`src/rtl/lgms_ram.sv`:
```
// Generic synchronous RAM: one write port, two registered read ports.
module lgms_ram #(
    parameter int WIDTH = 8,
    parameter int DEPTH = 16,
    localparam int AW = (DEPTH > 1) ? $clog2(DEPTH) : 1
) (
    input  logic             clk,
    input  logic             we,
    input  logic [AW-1:0]    waddr,
    input  logic [WIDTH-1:0] wdata,
    input  logic [AW-1:0]    raddr_a,
    output logic [WIDTH-1:0] rdata_a,
    input  logic [AW-1:0]    raddr_b,
    output logic [WIDTH-1:0] rdata_b
);

    logic [WIDTH-1:0] mem [DEPTH];
    logic [WIDTH-1:0] rd_a_reg;
    logic [WIDTH-1:0] rd_b_reg;

    always_ff @(posedge clk)
    begin
        if (we)
        begin
            mem[waddr] <= wdata;
        end
        rd_a_reg <= mem[raddr_a];
        rd_b_reg <= mem[raddr_b];
    end

    assign rdata_a = rd_a_reg;
    assign rdata_b = rd_b_reg;

endmodule

```
`config.mk`:
```
export PLATFORM = sky130hd
export DESIGN_NAME = lgms_ram
export DESIGN_NICKNAME = d
export VERILOG_FILES = /design/src/rtl/lgms_ram.sv
export SDC_FILE = /design/constraint.sdc
export NUM_CORES = 1
export LEC_CHECK = 0
export BUFFER_PORTS_ARGS = -buffer_cell sky130_fd_sc_hd__clkbuf_2
export CAP_MARGIN = 20
export CORE_ASPECT_RATIO = 0.6
export CORE_UTILIZATION = 62
export CTS_BUF_LIST = sky130_fd_sc_hd__clkbuf_16
export CTS_CLUSTER_DIAMETER = 120
export DETAILED_ROUTE_END_ITERATION = 10
export MAX_ROUTING_LAYER = met4
export PLACE_DENSITY_LB_ADDON = 0.3
export SYNTH_ARGS = -nofsm -noshare
export SYNTH_HDL_FRONTEND = slang
export SYNTH_SLANG_ARGS = --single-unit
```
`constraint.sdc`:
```
create_clock -name clk -period 3.3 [get_ports clk]
set_input_delay 0.165 -clock clk [delete_from_list [all_inputs] [get_ports clk]]
set_output_delay 0.165 -clock clk [all_outputs]
set_load 0.02 [all_outputs]
```
* Word-level counts from Yosys, hierarchy flattened
Memory sizes are Yosys's and may differ from the RTL's. A register that Yosys moved wholly into a read port is not among the register bits.
Cells that the tools add are included.
Widths: inputs -> output; s select.
** Word-level totals
- Flip-flop bits (word level) :: 0
- Memory bits (writable) :: 128
- Input port bits :: 22
- Output and inout bits :: 16
- Memories kept :: 1
** Operators by class
- Mux-type cells :: 2
** Memories
- mem :: words 16, width 8, rd ports 2, clocked after Yosys merged registers in 2, write ports 1, RTL line 17 : logic [WIDTH-1:0] mem [DEPTH];
** Operator list (count)
- $mux 1 :: 2

* Logic depth before layout (Yosys ltp)
- Depth after elaboration :: 2
- Gate-level depth with buffers :: 5
- Depth with buffers taken out :: 3

* Least setup slack after synthesis
Ideal clock, no wire load.
- Path kind :: in2reg
- From :: in waddr[2]
- To :: mem mem[0][0], enable pin
- Setup time :: 383 ps
- Arrival :: 1275 ps
- Data required time :: 2917 ps
- Path slack :: 1642 ps
- Stages :: 2
- Buffers on the path :: 0
- Cell sequence :: or3b_2 nor3_1
** RTL lines
- start: declaration :: RTL line 9 : input logic [AW-1:0] waddr,
- end: declaration :: RTL line 17
No word-level cell before the write port.

==> Flow_metrics.wiki <==
{| class="wikitable"
! Metric !! Value
|-
| Worst Setup Slack post-DPL || around 1100 ps
|-
| Number of resized instances in the post-cts repair step || 0
|-
| Cell count after synthesis || 307
|-
| Number of antenna violations at the first check in global routing || 0
|-
| Via/cell ratio || 6.988
|-
| H-Tree Depth || 4
|-
| Adder-cell area share of the yosys netlist || 0%
|-
| Clock-pin slew on the worst setup and hold paths || roughly 60 ps
|-
| Proportion of power drawn by flip-flops and latches || 47.1%
|-
| Deepest clock path buffer count || 2
|-
| Routed Antenna Nets || 0
|-
| Area enclosed by the die boundary || approximately 11,000 sq um
|-
| Row Count || 28
|-
| Number of top-level pins || 38
|-
| Final Skew || about 8.2 ps
|-
| Setup repair after global routing missed its margin || no
|-
| Status || complete, no violations
|-
| Most common cell after layout, fill and taps aside || edfxtp_1
|-
| Worst VDD drop || 447.9 uV
|-
| Core Footprint || around 10000 sq um
|-
| Overall Global Routing Usage || between 20% and 30%
|-
| Clock network power share || 45.7%
|-
| Data arrival time of the critical path || 2050 ps
|-
| Endpoint kind of the worst setup timing path || register
|-
| Endpoints failing setup || 0
|-
| Switching power total || ~0.00094 W
|-
| Via count of the first global-routing pass || 3,450
|-
| Leading post-synthesis cells by cell area || edfxtp_1, mux4_2, mux4_1
|-
| IO Port Bufs || 37
|-
| Met1 Use GR || 41.44%
|-
| Clock latency reported for the late side of the worst-skew pair || ~420 ps
|-
| DR pass1 iterations || 5
|-
| Mux cell area share after synthesis || about a quarter
|-
| Dominant combinational cell family by area after synthesis || multiplexers
|-
| Post-synth top area share || 60.57%
|-
| Global-route track usage on met3 || 6.503%
|-
| Detailed-route DRC error count || 0
|-
| Count of unique library cells instantiated by Yosys || 20
|-
| Commonest cells after routing, fill and taps aside || edfxtp_1, clkbuf_2, mux4_2, a22oi_1, mux4_1
|-
| Internal power summed over all cells || ~0.0034 W
|-
| Post-route setup slack || about 1600 ps
|-
| Data required time at the worst endpoint || approximately 3600 ps
|-
| Total wire length || between 10,000 and 15,000 um
|-
| Layout cell share with drive strength beyond 1 || between 30% and 40%
|-
| Count of hold-fix buffers inserted at cts || 0
|-
| Post-Route Setup TNS || 0 ps
|-
| Share of synthesized cell area in and, or, nand and nor gates || 3.431%
|-
| Dominant cell type by area after synthesis || edfxtp_1
|-
| Synthesis-stage register bit count || 144
|-
| Compound-cell area share of the yosys netlist || 3.785%
|-
| Count of vias placed by the detailed router || 3,487
|-
| Maximum achievable frequency || 573.2 MHz
|-
| Maximum number of pins on one net before global-route repair || 33
|-
| Yosys warns || 0
|-
| Synthesized area || 6346 sq um
|-
| Vertical extent of the die || about 80 um
|-
| Area growth from synthesis to layout || 13.64%
|-
| Critical-path maximum fanout || 22
|-
| Part of the total power dissipated in combinational logic || under 10%
|-
| Path type of the worst min-delay path || primary input to register
|-
| Most crowded layer after global routing || met2
|-
| Worst reg2reg setup slack || between 1500 and 2000 ps
|-
| Starting Density || 64.01%
|-
| Final-layout fill cell count || between 500 and 600
|-
| CTS Buf Count || 17
|-
| Crit path launch type || primary input
|-
| Max-Cap Viols || 0
|-
| Master cell of the clock root buffer || clkbuf_16
|-
| Total number of nets in the final design || 373
|-
| Category of the critical setup timing path || primary input to register
|-
| TritonCTS clock tree || built
|-
| Grt met2 use || 44.11%
|-
| CP startpoint || raddr_a[0]
|-
| Sw Ratio || approximately 22%
|-
| Critical R2R Launch || mem[8][5]
|-
| Portion of the post-synthesis area used by sequential elements || 65.62%
|-
| Hold violation count in the final report || 0
|-
| Worst-case headroom to the max-slew limit || 30.04%
|-
| HPWL after detailed placement || around 8600 um
|-
| Count of clock tree sinks || 144
|-
| Final number of max-transition violations || 0
|-
| Number of diodes added for antenna fixing || 0
|-
| Width of the die || 132.6 um
|-
| Post CTS Setup Buffer Count || 0
|-
| Minimum period implied by the final worst setup slack || 1745 ps
|-
| Worst-margin pin slew || 1046 ps
|-
| Gp weighted congestion || between 0.8 and 0.9
|-
| Xor and xnor area share after synthesis || 0%
|-
| Start point of the worst min-delay path || wdata[4]
|-
| P_leak || between 2 and 2.5 nW
|-
| Synthesized net count || 329
|-
| Total power per unit cell area || 607.0 nW/um^2
|-
| Final global-route overflow total || 0
|-
| Detail-routed net length per standard cell || around 28 um
|-
| Global-route wire length before repair || 20,770 um
|-
| Number of design-rule violations left by the first detailed-router iteration || 393
|-
| Average cell area after synthesis || just over 20 sq um
|-
| Post-route fraction of the period consumed by the critical path || 52.87%
|}
==> kinds of logic (layout without fill, tap and decap cells) <==
kind of cell | Yosys count | in the layout
DFF | 144 | 144
buffers and inverters | 20 | 77
muxes | 64 | 64
AOI/OAI and AO/OA | 32 | 32
and+or+nand+nor | 47 | 47
==> critical path: stages <==
cell and delay [ps]:
clkbuf_2 640, buf_4 330, mux4_1 580, a22oi_1 240, nand2_1 90
==> metal layers <==
metal | part of all wire, % | up-vias | wire [um]
li1 | - | 1429 | -
met5 | 0 | - | 0
met3 | 8.6 | 17 | 1196
met4 | 1.7 | 0 | 237
met1 | 42 | 1822 | 5935
met2 | 47 | 219 | 6610
==> cells in the mapped netlist <==
cell type,number
mux4_2,34
mux4_4,2
nand3b_1,2
and2b_1,2
nand2b_1,2
clkdlybuf4s25_2,6
nand3_1,1
nand2_1,17
buf_6,6
a22oi_1,32
nor2b_1,2
mux4_1,28
buf_4,2
edfxtp_1,128
nor2_1,14
nor3_1,4
dfxtp_1,16
buf_2,6
and2_1,2
or3b_2,1
==> registers in the layout, indices dropped and copies added, names as in the netlist <==
| register | flops |
|---|---|
| mem | 128 |
| rdata_a | 8 |
| rdata_b | 8 |
==> power groups by stage <==
| stage | clock network, W | registers [W] | logic (W) |
|---|---|---|---|
| 2_1_floorplan | 0 | 0.00212 | 0.000184 |
| 3_3_place_gp | 0 | 0.00210 | 0.000307 |
| 3_5_place_dp | 0 | 0.00210 | 0.000314 |
| 4_1_cts | 0.00201 | 0.00206 | 0.000317 |
| 5_1_grt | 0.00208 | 0.00207 | 0.000335 |
| 6_report | 0.00200 | 0.00206 | 0.000317 |
==> cell type report <==
cell class                 instances  area (sq um)  share of cell area, %
sequential                       144          4164                  57.74
multi-input combinational        143          2009                  27.86
clock buffer                      17         425.4                  5.899
timing repair buffer              45         249.0                  3.452
clock inverter                    15         195.2                  2.706
tap                              135         168.9                  2.342
==> stage by stage <==
stage	std cells	instance area, sq um	hold WS, ps	power, W	utilization (%)
after floorplan	307	6346	263.9	0.002306	-
after global placement	466	6580	563.0	0.002403	66.37
after detailed placement	466	6580	581.2	0.002412	66.37
after CTS	498	7201	150.9	0.004392	72.63
after global routing	499	7212	182.4	0.004483	72.74
final	499	7212	169.2	0.004378	72.74
==> path summary, 6_finish.rpt <==
check	endpoint	depth (start not counted)
min	mem[15][4]	1
max reg2reg	rdata_b[5]	3
min reg2reg	rdata_a[2]	3
max	rdata_a[3]	5
Power figures use the tool's default switching activity.
