--- config.mk ---
export PLATFORM = sky130hd
export DESIGN_NAME = lgms_site
export DESIGN_NICKNAME = d
export VERILOG_FILES = /design/src/rtl/lgms_pkg.sv /design/src/rtl/lgms_site.sv
export SDC_FILE = /design/constraint.sdc
export NUM_CORES = 1
export LEC_CHECK = 0
export BUFFER_PORTS_ARGS = -buffer_cell sky130_fd_sc_hd__buf_2
export CORE_MARGIN = 3
export CORE_UTILIZATION = 25
export DETAILED_ROUTE_END_ITERATION = 8
export GPL_ROUTABILITY_DRIVEN = 1
export PLACE_DENSITY = 0.6
export REMOVE_ABC_BUFFERS = 1
export SKIP_LAST_GASP = 1
export SYNTH_ARGS = -nofsm -noshare
export SYNTH_HDL_FRONTEND = slang
export SYNTH_SLANG_ARGS = --single-unit
export TNS_END_PERCENT = 5
--- constraint.sdc ---
create_clock -name vclk -period 8.2
set_input_delay 1.64 -clock vclk [all_inputs]
set_output_delay 1.64 -clock vclk [all_outputs]
set_load 0.005 [all_outputs]
--- src/rtl/lgms_pkg.sv ---
// Shared widths, register indexes, reset values and types of the lattice gas swap engine.
package lgms_pkg;

    localparam int COORD_W   = 7;
    localparam int FPICK_W   = 11;
    localparam int EPICK_W   = 14;
    localparam int DRAW_W    = 16;
    localparam int THR_W     = 17;
    localparam int DELTA_W   = 4;
    localparam int CFG_IDX_W = 3;
    localparam int THR_COUNT = 5;

    localparam logic [CFG_IDX_W-1:0] REG_THR_D1 = 3'd0;
    localparam logic [CFG_IDX_W-1:0] REG_THR_D2 = 3'd1;
    localparam logic [CFG_IDX_W-1:0] REG_THR_D3 = 3'd2;
    localparam logic [CFG_IDX_W-1:0] REG_THR_D4 = 3'd3;
    localparam logic [CFG_IDX_W-1:0] REG_THR_D5 = 3'd4;

    localparam logic [THR_W-1:0] THR_D1_RST = 17'd5379;
    localparam logic [THR_W-1:0] THR_D2_RST = 17'd442;
    localparam logic [THR_W-1:0] THR_D3_RST = 17'd36;
    localparam logic [THR_W-1:0] THR_D4_RST = 17'd3;
    localparam logic [THR_W-1:0] THR_D5_RST = 17'd0;

    typedef logic [THR_W-1:0] thr_t;

    typedef struct packed {
        logic [2:0] nbrs;
        logic       wall;
    } site_t;

endpackage

--- src/rtl/lgms_site.sv ---
// Occupied neighbour count and wall flag of one lattice site from three row words.
module lgms_site #(
    parameter int SIDE = 100,
    localparam int AW = $clog2(SIDE)
) (
    input  logic [AW-1:0]   row,
    input  logic [AW-1:0]   col,
    input  logic [SIDE-1:0] mid,
    input  logic [SIDE-1:0] up,
    input  logic [SIDE-1:0] dn,
    input  logic            skip_en,
    input  logic [AW-1:0]   skip_row,
    input  logic [AW-1:0]   skip_col,
    output lgms_pkg::site_t site
);

    localparam logic [AW-1:0] LAST = AW'(SIDE - 1);

    logic [AW-1:0] col_r;
    logic [AW-1:0] col_l;
    logic [AW-1:0] row_u;
    logic [AW-1:0] row_d;
    logic          has_up;
    logic          has_dn;
    logic          bit_r;
    logic          bit_l;
    logic          bit_u;
    logic          bit_d;

    assign col_r  = (col == LAST) ? '0 : col + 1'b1;
    assign col_l  = (col == '0) ? LAST : col - 1'b1;
    assign row_u  = row - 1'b1;
    assign row_d  = row + 1'b1;
    assign has_up = (row != '0);
    assign has_dn = (row != LAST);

    // drop the vacated site from the count
    assign bit_r = mid[col_r] & ~(skip_en && skip_row == row && skip_col == col_r);
    assign bit_l = mid[col_l] & ~(skip_en && skip_row == row && skip_col == col_l);
    assign bit_u = has_up & up[col] & ~(skip_en && skip_row == row_u && skip_col == col);
    assign bit_d = has_dn & dn[col] & ~(skip_en && skip_row == row_d && skip_col == col);

    assign site.nbrs = 3'(bit_r) + 3'(bit_l) + 3'(bit_u) + 3'(bit_d);
    assign site.wall = ~has_up | ~has_dn;

endmodule

# [After elaboration in Yosys (flattened, before gate mapping)]
# Cells that the tools add are included.
# W data, S select, Z words.
[classes] order_cmp=3 eq_ne=8 bitwise=13 n_addsub=7 mul=0 shift=0 n_div=0 n_reduce_logical=9 muxes=10
[op_table] op="$eq A7 B7 Y1" n=6
[op_table] op="$bmux W1 S7" n=4
[op_table] op="$lt A7 B8 Y1 const B" n=3
[op_table] op="$add A7 B1 Y7 const B" n=2
[op_table] op="$mux W7" n=2
[op_table] op="$sub A7 B1 Y7 const B" n=2
[op_table] op="$eq A7 B7 Y1 const B" n=1
[op_table] op="$logic_and A1 B1 Y1" n=7
[op_table] op="$logic_not A7 Y1" n=1
[op_table] op="$ne A7 B7 Y1 const B" n=1
[op_table] op="$reduce_bool A7 Y1" n=1
[op_table] op="$and A1 B1 Y1" n=6
[op_table] op="$not A1 Y1" n=6
[op_table] op="$mux W1" n=4
[op_table] op="$add A2 B1 Y3" n=1
[op_table] op="$add A3 B1 Y3" n=1
[op_table] op="$add A1 B1 Y2" n=1
[op_table] op="$or A1 B1 Y1" n=1
[word_totals] word_cells=50 out_inout_bits=4 n_memories=0 ram_bits=0 input_bits=329 latchBits=0 register_bits=0 romBits=0

# [Logic depth before layout (Yosys ltp)]
[depth] ltp_word=9 mapped_depth=18 ltp_nobuf=13

# [Least setup slack after synthesis]
# No wires, ideal clock.
[synth_timing] path_type="input port to output port" start="input col[0]" end="output site[2] (netlist bit)" path_buffers=3 slack_ns=1.250 arrival_ns=5.310 required_ns=6.560 cell_stages=16 path_cell_list="buf_6 -> buf_6 -> inv_1 -> clkbuf_1 -> ha_1 -> or4b_4 -> o21ai_4 -> mux4_1 -> a41o_1 -> a221oi_2 -> o21ai_1 -> o211ai_1 -> fa_1 -> inv_1 -> ha_1 -> ha_1"
[synth_rtl] element="from (decl)" line_no="lgms_site.sv:7" rtl="input logic [AW-1:0] col,"
[synth_rtl] element="to (decl)" line_no="lgms_site.sv:14" rtl="output lgms_pkg::site_t site"

==> impl_results.md <==
* Die Width at around 150 um
* Port Buf Inserts at roughly 330
* Die Span Y at ~150 um
* First drt pass iteration count at 7
* Mapped Cells at between 600 and 700
* Minimum clock period at 7.22 ns
* Seq Cell Count at 0
* Crit path DAT at 5.58 ns
* RSZ-0062 raised after global routing: no
* Die ar. at 22800 um^2
* Worst Path Required at between 6 and 7 ns
* Largest net degree at the start of global routing at 52
* Starting Density at 25.7%
* First DRT Iteration DRCs at 580
* Postcts setup bufs at 0
* Crit path to: site[2]
* DP Wirelength at roughly 22000 um
* Fin Setup TNS at 0 ns
* Max Cap Viol at 0
* Layout cells sized above 1 at a little over half
* Commonest non-fill, non-tap cell in the layout: buf_2
* Post-route cell area at slightly above 7000 um^2
* Post_cts resized at 0
* Maximum vdd drop at approximately 0.024 mV
* Yosys warns at 0
* Leak at 3.13 nW
* DRC at 0
* Core area at 20400 um^2
* WP depth at 17
* Tcrit/Tclk final at ~90%
* Final hold violation count at 0
* Avg WL per Cell at ~22 um
* Routed Antenna Nets at 0
* Initial antenna violation count at 6
* Synthesis-to-layout area growth at 34.8%
* Netlist cell types at 84
* HP Class: input port to output port
* CP Max Fanout at 21
* Critical path origin: col[0]
* WL final at about 26000 um
* P per Cell Area at a little over 60 nW/um^2
* Vias in the first global route at around 6600
* Delay-heaviest family, CP: adder cells
* CP endpoint kind: output port
* Crit-path slowest cell: fa_1
* Total gr overflow at 0
* Fillers at 2214
* Final nets at approximately 1200
* Most frequent cells in the layout: 332 x buf_2, 73 x mux4_2, 60 x nand2_1, 31 x nor2_1, 26 x a21oi_1
* Row cnt at 52
* Mapped Avg Cell Area at 8.74 um^2
* Relative slew margins at about two fifths
* Final Instance Count excl. Fillers at about 1200
* First-pass GRT wire length at 38500 um
* Ports at roughly 330
* Synth area leader: mux4_2
* Critical path type: input port to output port
* Ranking of synthesized cells by area: mux4_2 31%, nand2_1 4.3%, xnor2_1 3.8%
* Peak Freq at about 140 MHz
* Mapped cell area at roughly 5300 um^2
* Crit start category: input port
* Via count at 6745
* Hold-fix buffers at CTS at 0
* CP peak stage delay at between 0.5 and 0.6 ns
* Dpl cells at 1167
* Top-area cell type share of the netlist area at 31.3%
* Final slew viol count at 0
* Sequential fraction of the synthesis area at 0%
* Placer Congestion at between 0.9 and 1
* Avg Vias per Cell at 5.76
* GRT Overall Usage at between 20% and 30%
* Outcome: completed
* Worst path buffer plus inverter count at 6
* Least-Margin Pin Slew at between 0.9 and 1 ns
* Register Area at 0 um^2
* Setup Viol. Count Final at 0
* Critical-path cell list: buf_4 -> inv_1 -> ha_1 -> nor4b_2 -> buf_4 -> nand2_1 -> buf_4 -> nand2_1 -> o22ai_1 -> a211o_1 -> a41oi_1 -> o211ai_1 -> fa_1 -> inv_1 -> ha_1 -> ha_1 -> buf_2
* # clk buffers at 0
* Post-Place Cell Area at just over 7000 um^2
* Area occupied by multi-input gates at a little under 5000 um^2
## cell type report
cell class	instances	area share [%]
Inverter	24	1.27
Timing Repair Buffer	357	26.1
Multi-Input combinational cell	516	67.8
Tap cell	270	4.76
Antenna cell	3	0.106
## tightest hold or removal path, stage by stage
cell     delay [ns]
buf_2          0.12
nand4_1        0.10
nand2_1        0.05
buf_2          0.12
## worst min path at each step
stage | start | to | slack, ns | cells past startpoint
6_report | row[6] | site[0] | 3.67 | 4
5_1_grt | row[6] | site[0] | 3.71 | 4
4_1_cts | row[6] | site[0] | 3.67 | 4
3_5_place_dp | row[6] | site[0] | 3.67 | 4
3_3_place_gp | row[6] | site[0] | 3.67 | 4
2_1_floorplan | row[5] | site[0] | 3.40 | 2
## report_power, final
| group | internal, mW | total [mW] | switching (mW) |
|---|---|---|---|
| Clock | 0.0000000489 | 0.0000000489 | 0 |
| Sequential | 0 | 0 | 0 |
| Combinational | 0.215 | 0.439 | 0.225 |
| Total | 0.215 | 0.439 | 0.225 |
## kinds of logic (layout without fill, tap and decap cells)
| logic type | Yosys count | in the layout | share of synthesized area, % |
|---|---|---|---|
| AOI/OAI and AO/OA | 190 | 190 | 27.8 |
| and+or+nand+nor | 174 | 174 | 17.1 |
| muxes | 103 | 103 | 37.5 |
| buffers and inverters | 86 | 381 | 8.59 |
| xor gates and xnor gates | 40 | 40 | 6.80 |
| adders and majority gates | 9 | 9 | 2.28 |
| other | 0 | 3 | 0 |
## cell usage after synthesis (4+ instances only)
cell type and n:
clkbuf_1 20, o31ai_1 6, nand4_1 11, nor2b_1 4
o21ai_0 20, and3_1 5, xor2_1 16, o221ai_1 10
buf_1 6, nand3_1 16, o211ai_1 5, mux2_2 9
xnor2_1 23, nor3_1 7, o22ai_1 17, nand2b_1 9
buf_2 19, mux2i_1 20, a311oi_1 4, ha_1 8
nor4_1 4, a31oi_1 7, o211a_1 9, a41o_1 4
a211oi_1 25, buf_6 11, mux4_2 73, or3_1 6
inv_1 24, buf_4 6, nand2_1 60, nor2_1 31
a2111oi_0 7, a21oi_1 26, o21a_1 4
## stage by stage
step                      util, %  hold WS, ns  worst slack, ns  power, mW
after CTS                    34.7         3.67             1.03      0.436
after floorplan                 -         3.40            0.682      0.232
after detailed placement     34.7         3.67             1.05      0.433
after global placement       34.7         3.67             1.13      0.433
after global routing         34.7         3.71            0.753      0.474
final                        34.7         3.67            0.982      0.439
## layer usage
layer / global-route usage (%) / wire length [um] / vias up
met5: 0 / 42 / -
met4: 2.72 / 498 / 8
met3: 4.04 / 2280 / 44
met2: 36.4 / 12500 / 375
met1: 29.6 / 10800 / 3270
li1: - / - / 3048
Note: power is estimated with default switching activity, not from simulation.
